<file path="config.mk">
export PLATFORM = sky130hd
export DESIGN_NAME = pose_sequence_prefix_matcher
export DESIGN_NICKNAME = d
export VERILOG_FILES = /design/src/psm_pkg.sv /design/src/psm_cell.sv /design/src/pose_sequence_prefix_matcher.sv
export SDC_FILE = /design/constraint.sdc
export NUM_CORES = 2
export LEC_CHECK = 0
export ABC_AREA = 1
export BUFFER_PORTS_ARGS = -buffer_cell sky130_fd_sc_hd__buf_2
export CELL_PAD_IN_SITES_DETAIL_PLACEMENT = 1
export CELL_PAD_IN_SITES_GLOBAL_PLACEMENT = 2
export CORE_MARGIN = 5
export CORE_UTILIZATION = 40
export DETAILED_ROUTE_END_ITERATION = 8
export HOLD_SLACK_MARGIN = 0.15
export MAX_ROUTING_LAYER = met4
export PLACE_DENSITY = 0.78
export SYNTH_ARGS = -nofsm -noshare
export SYNTH_HDL_FRONTEND = slang
export SYNTH_HIERARCHICAL = 1
export SYNTH_SLANG_ARGS = --single-unit
</file>
<file path="constraint.sdc">
create_clock -name clk -period 12.5 [get_ports clk]
set_input_delay 3.75 -clock clk [delete_from_list [all_inputs] [get_ports clk]]
set_output_delay 3.75 -clock clk [all_outputs]
set_load 0.05 [all_outputs]
</file>
<file path="src/psm_pkg.sv">
// Package: sizes, codes and shared types of the pose sequence prefix matcher.
package psm_pkg;

	localparam int GESTURES  = 8;
	localparam int SLOTS     = 4;
	localparam int MAX_LEN   = 8;
	localparam int POSE_BITS = 8;
	localparam int NSLOTS    = GESTURES * SLOTS;
	localparam int POS_W     = (MAX_LEN > 1) ? $clog2(MAX_LEN) : 1;
	localparam int LEN_W     = $clog2(MAX_LEN + 1);
	localparam int SLOT_W    = (NSLOTS > 1) ? $clog2(NSLOTS) : 1;
	localparam int GEST_W    = (GESTURES > 1) ? $clog2(GESTURES) : 1;
	localparam int SLOTIX_W  = (SLOTS > 1) ? $clog2(SLOTS) : 1;

	typedef enum logic [1:0] {
		REQ_OBSERVE = 2'd0,
		REQ_CLEAR   = 2'd1,
		REQ_TIMER   = 2'd2,
		REQ_WRITE   = 2'd3
	} req_code_t;

	typedef enum logic [1:0] {
		KIND_UNCONFIRMED = 2'd0,
		KIND_IDLE        = 2'd1,
		KIND_REGULAR     = 2'd2,
		KIND_UNKNOWN     = 2'd3
	} kind_code_t;

	typedef enum logic [3:0] {
		ACT_NO_PREFIX    = 4'd0,
		ACT_IDLE_RESET   = 4'd1,
		ACT_IDLE_COMMIT  = 4'd2,
		ACT_IDLE_DISCARD = 4'd3,
		ACT_LIVE_PREFIX  = 4'd4,
		ACT_COMMIT_NOW   = 4'd5,
		ACT_START_TIMER  = 4'd6,
		ACT_TIMER_SET    = 4'd7,
		ACT_ACK          = 4'd8
	} action_t;

	typedef enum logic [2:0] {
		ST_IDLE,
		ST_CMP,
		ST_LOAD,
		ST_DRAIN,
		ST_DONE
	} state_t;

	typedef struct packed {
		logic [1:0] req_type;
		logic [1:0] cluster_kind;
		logic [7:0] pose_id;
		logic [7:0] candidate_mask;
		logic [2:0] tmpl_gesture;
		logic [1:0] tmpl_slot;
		logic [2:0] tmpl_pos;
		logic [7:0] tmpl_pose;
		logic [3:0] tmpl_length;
	} req_t;

	typedef struct packed {
		logic [3:0] action;
		logic [7:0] gesture_mask;
		logic [7:0] exact_now_mask;
		logic [3:0] observed_length;
	} res_t;

	// template write into one cell
	typedef struct packed {
		logic                 en;
		logic [POS_W-1:0]     pos;
		logic [POSE_BITS-1:0] pose;
		logic [LEN_W-1:0]     len;
	} cell_wr_t;

	// broadcast compare step
	typedef struct packed {
		logic                 start;
		logic                 step;
		logic [POS_W-1:0]     pos;
		logic [POSE_BITS-1:0] pose;
		logic                 load;
		logic                 shift;
	} cell_ctl_t;

	// per-slot summary handed down the chain
	typedef struct packed {
		logic [LEN_W-1:0] len;
		logic [LEN_W-1:0] lcp;
	} slot_info_t;

endpackage

</file>
<file path="src/psm_cell.sv">
// One template slot: stores its poses and length, tracks the common prefix length.
module psm_cell import psm_pkg::*; (
	input  logic       clk,
	input  logic       arst_n,
	input  cell_wr_t   wr,
	input  cell_ctl_t  ctl,
	input  slot_info_t chain_in,
	output slot_info_t chain_out
);

	logic [POSE_BITS-1:0] poses_q [MAX_LEN];
	logic [LEN_W-1:0]     len_q;
	logic [LEN_W-1:0]     lcp_q;
	logic                 going_q;
	slot_info_t           info_q;
	logic                 hit;

	// position still inside template and pose equal
	assign hit = going_q && ({{(LEN_W-POS_W){1'b0}}, ctl.pos} < len_q)
		&& (poses_q[ctl.pos] == ctl.pose);

	// template storage
	always_ff @(posedge clk) begin
		if (wr.en) begin
			poses_q[wr.pos] <= wr.pose;
		end
	end

	always_ff @(posedge clk or negedge arst_n) begin
		if (!arst_n) begin
			len_q   <= '0;
			lcp_q   <= '0;
			going_q <= 1'b0;
		end else begin
			if (wr.en) begin
				len_q <= wr.len;
			end
			if (ctl.start) begin
				lcp_q   <= '0;
				going_q <= 1'b1;
			end else if (ctl.step) begin
				if (hit) begin
					lcp_q <= LEN_W'({{(LEN_W-POS_W){1'b0}}, ctl.pos} + 1'b1);
				end else begin
					going_q <= 1'b0;
				end
			end
		end
	end

	// summary shift register along the chain
	always_ff @(posedge clk) begin
		if (ctl.load) begin
			info_q.len <= len_q;
			info_q.lcp <= lcp_q;
		end else if (ctl.shift) begin
			info_q <= chain_in;
		end
	end

	assign chain_out = info_q;

endmodule

</file>
<file path="src/pose_sequence_prefix_matcher.sv">
// Top level: request sequencer, observed sequence and the row of slot cells.
// From start to the done strobe, every slot cell first compares one pose position
// per cycle in parallel, then the slot summaries are loaded and shift out of the cell
// row one per cycle into the gesture accumulators, and the result is registered.
// busy is high while the item is in work and falls as done rises; the result is on
// res for the single cycle that done is high and must be taken then.
module pose_sequence_prefix_matcher import psm_pkg::*; (
	input  logic clk,
	input  logic arst_n,
	input  logic start,
	input  req_t req,
	output logic busy,
	output logic done,
	output res_t res
);

	state_t state_q, state_d;
	req_t   req_q;
	logic   accept;

	logic [POSE_BITS-1:0] obs_q [MAX_LEN];
	logic [LEN_W-1:0]     count_q;
	logic [LEN_W-1:0]     n_q;
	logic [POS_W-1:0]     pos_q;
	logic [SLOT_W-1:0]    d_cnt_q;
	logic [GEST_W-1:0]    g_cnt_q;
	logic [SLOTIX_W-1:0]  s_cnt_q;

	logic [GESTURES-1:0] exn_q, exo_q, loaded_q, okm_q, anc_q;
	logic [LEN_W-1:0]    best_q;
	logic                any_q, longer_q;

	cell_wr_t   wr;
	cell_ctl_t  ctl;
	slot_info_t chain [NSLOTS+1];
	slot_info_t head;

	logic                 done_q;
	res_t                 res_q;
	logic [SLOT_W-1:0]    wr_slot;
	logic                 wr_ok;
	logic [GESTURES-1:0]  g_bit;
	res_t                 res_d;
	logic                 commit_obs;

	assign accept = start && (state_q == ST_IDLE);
	assign busy   = (state_q != ST_IDLE);
	assign done   = done_q;
	assign res    = res_q;

	// template write decode
	assign wr_slot = SLOT_W'(SLOT_W'(req.tmpl_gesture) * SLOT_W'(SLOTS)
		+ SLOT_W'(req.tmpl_slot));
	assign wr_ok = ({1'b0, req.tmpl_gesture} < 4'(GESTURES))
		&& ({1'b0, req.tmpl_slot} < 3'(SLOTS))
		&& ({1'b0, req.tmpl_pos} < 4'(MAX_LEN));

	always_comb begin
		wr.en   = accept && (req.req_type == REQ_WRITE) && wr_ok;
		wr.pos  = POS_W'(req.tmpl_pos);
		wr.pose = POSE_BITS'(req.tmpl_pose);
		wr.len  = (req.tmpl_length > 4'(MAX_LEN)) ? LEN_W'(MAX_LEN)
			: LEN_W'(req.tmpl_length);
	end

	// compare broadcast: candidate pose sits at position count
	always_comb begin
		ctl.start = accept;
		ctl.step  = (state_q == ST_CMP);
		ctl.pos   = pos_q;
		ctl.pose  = (({{(LEN_W-POS_W){1'b0}}, pos_q} == count_q)
			&& (req_q.req_type == REQ_OBSERVE)) ? POSE_BITS'(req_q.pose_id)
			: obs_q[pos_q];
		ctl.load  = (state_q == ST_LOAD);
		ctl.shift = (state_q == ST_DRAIN);
	end

	// row of slot cells, summaries leave at cell 0
	assign chain[NSLOTS] = '0;
	for (genvar i = 0; i < NSLOTS; i++) begin : g_cell
		cell_wr_t cwr;
		always_comb begin
			cwr    = wr;
			cwr.en = wr.en && (wr_slot == SLOT_W'(i));
		end
		psm_cell u_cell (
			.clk      (clk),
			.arst_n   (arst_n),
			.wr       (cwr),
			.ctl      (ctl),
			.chain_in (chain[i+1]),
			.chain_out(chain[i])
		);
	end
	assign head = chain[0];

	// next state
	always_comb begin
		state_d = state_q;
		case (state_q)
			ST_IDLE:  if (start) state_d = ST_CMP;
			ST_CMP:   if (pos_q == POS_W'(MAX_LEN - 1)) state_d = ST_LOAD;
			ST_LOAD:  state_d = ST_DRAIN;
			ST_DRAIN: if (d_cnt_q == SLOT_W'(NSLOTS - 1)) state_d = ST_DONE;
			ST_DONE:  state_d = ST_IDLE;
			default:  state_d = ST_IDLE;
		endcase
	end

	assign g_bit = {{(GESTURES-1){1'b0}}, 1'b1} << g_cnt_q;

	// result of the finished pass
	always_comb begin
		logic [GESTURES-1:0] v;
		res_d                 = '0;
		commit_obs            = 1'b0;
		v                     = req_q.candidate_mask & loaded_q & okm_q;
		res_d.exact_now_mask  = exo_q;
		res_d.observed_length = 4'(count_q);
		res_d.action          = ACT_NO_PREFIX;
		case (req_q.req_type)
			REQ_OBSERVE: begin
				if (req_q.cluster_kind == KIND_REGULAR) begin
					if ((count_q != LEN_W'(MAX_LEN)) && any_q) begin
						commit_obs            = 1'b1;
						res_d.exact_now_mask  = exn_q;
						res_d.observed_length = 4'(n_q);
						if (exn_q == '0) begin
							res_d.action = ACT_LIVE_PREFIX;
						end else begin
							res_d.gesture_mask = exn_q;
							res_d.action = longer_q ? ACT_START_TIMER : ACT_COMMIT_NOW;
						end
					end
				end else if (req_q.cluster_kind == KIND_IDLE) begin
					if (count_q == '0) begin
						res_d.action = ACT_IDLE_RESET;
					end else if (best_q != '0) begin
						res_d.action       = ACT_IDLE_COMMIT;
						res_d.gesture_mask = anc_q;
					end else begin
						res_d.action       = ACT_IDLE_DISCARD;
						res_d.gesture_mask = loaded_q;
					end
				end
			end
			REQ_TIMER: begin
				res_d.action       = ACT_TIMER_SET;
				res_d.gesture_mask = (v != '0) ? v : req_q.candidate_mask;
			end
			REQ_CLEAR: res_d.action = ACT_ACK;
			REQ_WRITE: res_d.action = ACT_ACK;
			default:   res_d.action = ACT_ACK;
		endcase
	end

	// control registers and accumulators
	always_ff @(posedge clk or negedge arst_n) begin
		if (!arst_n) begin
			state_q  <= ST_IDLE;
			count_q  <= '0;
			done_q   <= 1'b0;
			pos_q    <= '0;
			d_cnt_q  <= '0;
			g_cnt_q  <= '0;
			s_cnt_q  <= '0;
		end else begin
			state_q <= state_d;
			done_q  <= (state_q == ST_DONE);
			if (accept) begin
				pos_q   <= '0;
				d_cnt_q <= '0;
				g_cnt_q <= '0;
				s_cnt_q <= '0;
				if (req.req_type == REQ_CLEAR) begin
					count_q <= '0;
				end
			end
			if (state_q == ST_CMP) begin
				pos_q <= POS_W'(pos_q + 1'b1);
			end
			if (state_q == ST_DRAIN) begin
				d_cnt_q <= SLOT_W'(d_cnt_q + 1'b1);
				if (s_cnt_q == SLOTIX_W'(SLOTS - 1)) begin
					s_cnt_q <= '0;
					g_cnt_q <= GEST_W'(g_cnt_q + 1'b1);
				end else begin
					s_cnt_q <= SLOTIX_W'(s_cnt_q + 1'b1);
				end
			end
			if ((state_q == ST_DONE) && commit_obs) begin
				count_q <= n_q;
			end
		end
	end

	// payload registers
	always_ff @(posedge clk) begin
		if (accept) begin
			req_q    <= req;
			n_q      <= (req.req_type == REQ_CLEAR) ? LEN_W'(1)
				: LEN_W'(count_q + 1'b1);
			exn_q    <= '0;
			exo_q    <= '0;
			loaded_q <= '0;
			okm_q    <= '0;
			anc_q    <= '0;
			best_q   <= '0;
			any_q    <= 1'b0;
			longer_q <= 1'b0;
		end
		if (state_q == ST_DRAIN) begin
			if (head.len != '0) begin
				loaded_q <= loaded_q | g_bit;
				if ((head.len >= n_q) && (head.lcp >= n_q)) begin
					any_q <= 1'b1;
					if (head.len > n_q) longer_q <= 1'b1;
				end
				if ((head.len == n_q) && (head.lcp >= n_q)) exn_q <= exn_q | g_bit;
				if ((head.len == count_q) && (head.lcp >= count_q))
					exo_q <= exo_q | g_bit;
				if ((head.len >= count_q) && (head.lcp >= count_q))
					okm_q <= okm_q | g_bit;
				if ((head.len <= count_q) && (head.lcp >= head.len)) begin
					if (head.len > best_q) begin
						best_q <= head.len;
						anc_q  <= g_bit;
					end else if (head.len == best_q) begin
						anc_q <= anc_q | g_bit;
					end
				end
			end
		end
		if (state_q == ST_DONE) begin
			res_q <= res_d;
			if (commit_obs) begin
				obs_q[count_q[POS_W-1:0]] <= POSE_BITS'(req_q.pose_id);
			end
		end
	end

endmodule

</file>
======== Word-level counts from Yosys, hierarchy flattened ========
Memories as Yosys holds them, arrays and structs flattened.
Cells that the tools add are included.
cells by class
  order comparisons ....................... 41
  add/subtract/negate cells ............... 7
  multiplexer cells ....................... 394
  reductions and logical operators ........ 219
  bitwise logic cells ..................... 7
  eq/ne operators ......................... 117
  shift operators ......................... 1
operators by type and width
  cell                                                                    count
  8-bit two-way mux                                                       89
  4-bit two-way mux                                                       105
  8-bit equality test                                                     32
  1-bit two-way mux                                                       175
  2-bit AND reduction                                                     65
  3-bit by 4-bit less-than comparator with 1-bit output                   32
  1-bit logical AND                                                       106
  5-bit equality test (second input constant)                             17
  2-bit nonzero test                                                      37
  2-bit inequality test (second input constant)                           33
  12-bit two-way mux                                                      4
  5-bit by 4-bit equality test with 1-bit output (second input constant)  8
  8-bit OR                                                                5
  24-bit two-way mux                                                      1
  3-bit two-way mux                                                       8
  5-bit by 3-bit equality test with 1-bit output (second input constant)  4
  4-bit >= comparator                                                     5
  8-bit bitwise AND                                                       2
  8-bit case mux with 2 select lines                                      1
  4-bit equality test                                                     3
  2-bit two-way mux                                                       6
  3-bit case mux with 4 select lines                                      1
  4-bit case mux with 3 select lines                                      1
  2-bit equality test (second input constant)                             5
  other kinds (31)                                                        41
storage, ports and cells
  output and inout port bits .............. 26
  word-level logic and storage cells ...... 1,003
  RAM bits ................................ 2,112
  input bits .............................. 43
  memories kept ........................... 33
  register bits ........................... 659
memories
  memory                     depth  width  read ports  clocked after Yosys merged registers in  write ports  RTL line        RTL
  g_cell[0].u_cell.poses_q   8      8      1           0                                        1            psm_cell.sv:11  logic [POSE_BITS-1:0] poses_q [MAX_LEN];
  g_cell[10].u_cell.poses_q  8      8      1           0                                        1            psm_cell.sv:11
  g_cell[11].u_cell.poses_q  8      8      1           0                                        1            psm_cell.sv:11
  g_cell[12].u_cell.poses_q  8      8      1           0                                        1            psm_cell.sv:11
  g_cell[13].u_cell.poses_q  8      8      1           0                                        1            psm_cell.sv:11
  g_cell[14].u_cell.poses_q  8      8      1           0                                        1            psm_cell.sv:11
  27 more memories           --     --     --          --                                       --           --

======== Depth between registers and ports, before layout ========
  word-level depth ........................ 8
  depth in mapped cells ................... 16
  depth with buffers taken out ............ 16

======== Cells and area by module ========
Netlist, hierarchy kept.
modules (own cells, without submodules)
  module                            cells an instance  times used  area an instance (um^2)  sequential area each (um^2)
  psm_cell (g_cell[18].u_cell ...)  406                23          3,837.4                  2,387.3
  psm_cell (g_cell[0].u_cell ...)   393                9           3,781.1                  2,387.3
  pose_sequence_prefix_matcher      942                1           8,570.7                  4,809.6

======== Worst setup path after synthesis ========
OpenSTA, ideal clock, no wires.
  path kind ............................... reg-to-reg
  start ................................... register pos_q[1]
  end ..................................... register g_cell[18].u_cell.lcp_q[2]
  path buffers ............................ 0
  data required time ...................... 12.369 ns
  path slack .............................. 3.705 ns
  clock period less this slack ............ 8.795 ns
  arrival time ............................ 8.663 ns
  stages on the path, launching flop included .. 14
  library setup time ...................... 0.131 ns
  cell sequence ........................... dfrtp_1 > inv_1 > nand2_1 > a21oi_1 > nand2_1 > o21ai_0 > o21ai_0 > inv_1 > nand2_1 > nand3_1 > nor2_1 > nand3_1 > nand3_1 > nand2_1
RTL lines
  item                    RTL line                             RTL
  start, declared         pose_sequence_prefix_matcher.sv:24   logic [POS_W-1:0] pos_q;
  start signal, assigned  pose_sequence_prefix_matcher.sv:180  pos_q <= POS_W'(pos_q + 1'b1);
  end signal, assigned    psm_cell.sv:43                       lcp_q <= LEN_W'({{(LEN_W-POS_W){1'b0}}, ctl.pos} + 1'b1);
  end, declared           psm_cell.sv:13                       logic [LEN_W-1:0] lcp_q;

==> reports/results.ini <==
[yosys]
yosysTopAreaCell = edfxtp_1
synth_common_cells = 4471 x nand2_1, 2416 x edfxtp_1, 2002 x inv_1
syn-cell-area_sq_um = 131000
synth_compound_area_share_pct = 2.78
synth_flop_cell = edfxtp_1
yosysMostFrequentCell = nand2_1
synthMuxAreaShare_pct = 0
synthDistinctLibCells = 48
synth_adder_area_share_pct = 1.27
synthArstFlopShare_pct = 11.2
synth.area.top_cells = edfxtp_1 55%, nand2_1 13%, dfrtp_1 5.9%, inv_1 5.7%, nand3_1 5.5%
yosysWarnings = 6
ys_seq_elements = 2771
seq_area_frac_synth_pct = 62.1
synth_top_area_share_pct = 55.4
synth-simple-area-share_pct = 24.7
synthCells = 13800
synth_top_family_by_area = simple AND/OR/NAND/NOR gates
synth_edf_count = 2416
synth-xor-area-share_pct = 0.248
syn_avg_cell_area_sq_um = 9.47

[placed_design]
dp_hpwl_mm = 253
placed_cell_area_sq_um = 134000
gp_congestion = 0.856
io_buffers = 68

[cells_and_area]
multi_input_area_sq_um = 38100
drive_gt1_share_pct = 6.38
fin_nets = 14000
fillers = 37000
utilization_pct = 44.4
areaGrowthSynthToFinish_pct = 10.7
finalInstanceArea_sq_um = 145000
seq_area_sq_um = 81200

[critical_path]
worstSetupStartpointType = input port
crit_arrival_ps = 7410
crit_path_end_kind = flip-flop
crit_chain = buf_2, nand3_2, buf_4, nor2_1, nand2_2, nor2_1, nand2_1, nor2_1
crit_required_ps = 13040
slowest_stage = nor2_1
path_buf_inv = 2
cp_max_fo = 44
cp_common_cell = nor2_1
critPathMaxStageDelay_ps = 890
critPathTopFamily = simple AND/OR/NAND/NOR gates
crit_type = in -> reg

[power]
sw_frac_of_total_pct = 40.8
p_int_mw = 20.4
power_frac_clock_pct = 27.9
power.leakage_nw = 63.4
comb_power_share_pct = 38.4
ir_worst_vdd_mv = 0.195
total_power_mw = 34.4
p_seq_share_pct = 33.7
power.density_nw_per_um2 = 237
p_sw_mw = 14.0

[timing]
finalCritPeriodShare_pct = 55.0
maxSlewHeadroom_pct = 22.7
rsz0062_at_grt = no
setup_viol = 0
finalHoldViolations = 0
period_minus_slack_ps = 6870
fin_skew_ps = 30.5
fin_hold_ws_ps = 474
fmax_mhz = 146
drv_slew = 0
tns_ps = 0
tightestPinTransition_ps = 1160

[floorplanning]
die-area_sq_um = 339000
coreArea_sq_um = 327000
boundaryPins = 69
die_h_microns = 582
die_w_microns = 582
rows = 210
start_util_pct = 40.1

[clock_tree]
clk_latency_ps = 920
cts_hold_buffers = 0
max-clock-path-buffers = 4
cts_sinks = 2771
cts_buffers = 315
cts.root.buffer_cell = clkbuf_16
cts_resized = 0
cts_tree = built
cts_setup_buffers = 0
htree_num_levels = 5
clk_pin_slew_ps = 60

[run]
drv_cap = 0

[routing]
first_pass_iters = 6
dr_wl_met3_mm = 15.5
wl_met1_mm = 181
drtIter0Drc = 7001
wl_per_cell_microns = 22.0
drcViolationCount = 0
dr.max_layer_used = met4
wl_mm = 406
via_per_inst = 5.13
antenna_left = 0
dr_wl_met2_mm = 198
num_vias = 94700

[global_routing]
antenna_found_initial = 23
grt_remaining_overflow = 0
grt_start_max_net_pins = 126
grt_pass1_vias = 99100
grt_pass1_wl_mm = 613
grt_usage_pct = 24.2

[worst_hold_path]
min_path_type = reg -> reg

[outcome]
outcome = completed

[layer usage]
layer | track usage, % | up-vias
li1 | - | 44800
met1 | 31.6 | 47400
met2 | 40.8 | 1891
met3 | 2.07 | 641
met4 | 6.64 | 0
met5 | - | -
[power by group through the flow]
stage / clock network [mW] / logic [mW] / registers, mW
3_3_place_gp: 0 / 12.9 / 11.8
4_1_cts: 9.83 / 13.3 / 11.6
5_1_grt: 10.2 / 14.7 / 11.6
6_report: 9.60 / 13.2 / 11.6
3_5_place_dp: 0 / 13.3 / 11.8
2_1_floorplan: 0 / 9.63 / 11.5
[cells in the final DEF (no fill, tap or decap), types with 18 or more instances in the layout]
master / netlist / final
or2_2: 34 / 34
nand3b_4: 23 / 23
xor2_1: 36 / 36
nand2_1: 4471 / 4464
nand3b_1: 115 / 115
o21ai_0: 393 / 390
clkinv_1: 66 / 111
clkinv_2: 2 / 48
buf_2: 47 / 56
clkbuf_8: 0 / 18
inv_2: 32 / 32
nand3_1: 1443 / 1443
dfxtp_1: 46 / 46
ha_1: 133 / 133
edfxtp_1: 2416 / 2416
nand4_1: 153 / 153
inv_1: 2002 / 2001
bufinv_16: 0 / 43
o21ai_1: 249 / 249
clkbuf_1: 100 / 58
nor2_4: 32 / 35
nor3_1: 36 / 35
nand2_2: 26 / 28
inv_4: 34 / 35
nand3_2: 42 / 42
clkbuf_16: 0 / 325
buf_4: 74 / 90
nor2_1: 1199 / 1196
a21oi_1: 27 / 27
dfrtp_1: 309 / 306
[logic make-up (layout without fill, tap and decap cells)]
kind of cell               count (synthesis)  count (layout)
and+or+nand+nor                         7591            7591
DFF                                     2771            2771
buffers and inverters                   2576            2884
AOI/OAI and AO/OA                        708             708
adders and majority gates                133             133
xor gates and xnor gates                  37              37
other                                      1              14
[worst min-delay path, delay by kind of cell, from the launching register on]
kind | cells | cell delay [ps]
AO/OA/AOI/OAI | 1 | 60
buffers and inverters | 1 | 60
flip-flops | 1 | 310
[through the flow]
stage	cells	worst slack [ps]
floorplan	13800	3710
global placement	17900	4850
detailed placement	17900	4690
CTS	18500	5690
global route	18500	5550
finish	18500	5630
[path summary, 6_finish.rpt]
path	start	to	slack, ps	depth (start not counted)
hold reg to reg	loaded_q[0]	loaded_q[0]	470	2
setup / recovery	start	g_cell[22].u_cell/poses_q[6][0]	5630	8
max in group asynchronous	arst_n	g_cell[7].u_cell/lcp_q[1]	7490	3
setup reg to reg	pos_q[0]	g_cell[6].u_cell/lcp_q[2]	6670	17
hold / removal	loaded_q[0]	loaded_q[0]	470	2
min in group asynchronous	arst_n	g_cell[13].u_cell/lcp_q[3]	2810	1
[registers in the layout, indices dropped and copies added (netlist names), 4 cells and up]
signal,flops
res,24
okm_q,8
obs_q,64
g_cell.u_cell/going_q,32
g_cell.u_cell/poses_q,2048
g_cell.u_cell/len_q,128
n_q,4
anc_q,8
g_cell.u_cell/lcp_q,128
g_cell.u_cell/chain_out,256
exo_q,8
best_q,4
loaded_q,8
exn_q,8
req_q,20
count_q,4
d_cnt_q,5
[final cells by class]
type,instances,share of cell area [%]
inverters,2136,5.60
multi-input cells,8477,26.3
clock buffers,401,5.93
repair buffers,166,0.893
well taps,4346,3.75
diodes,6,0.0104
flip-flops and latches,2771,56.1
clock inverters,181,1.49
No activity file was read; power rests on OpenSTA's default activity.
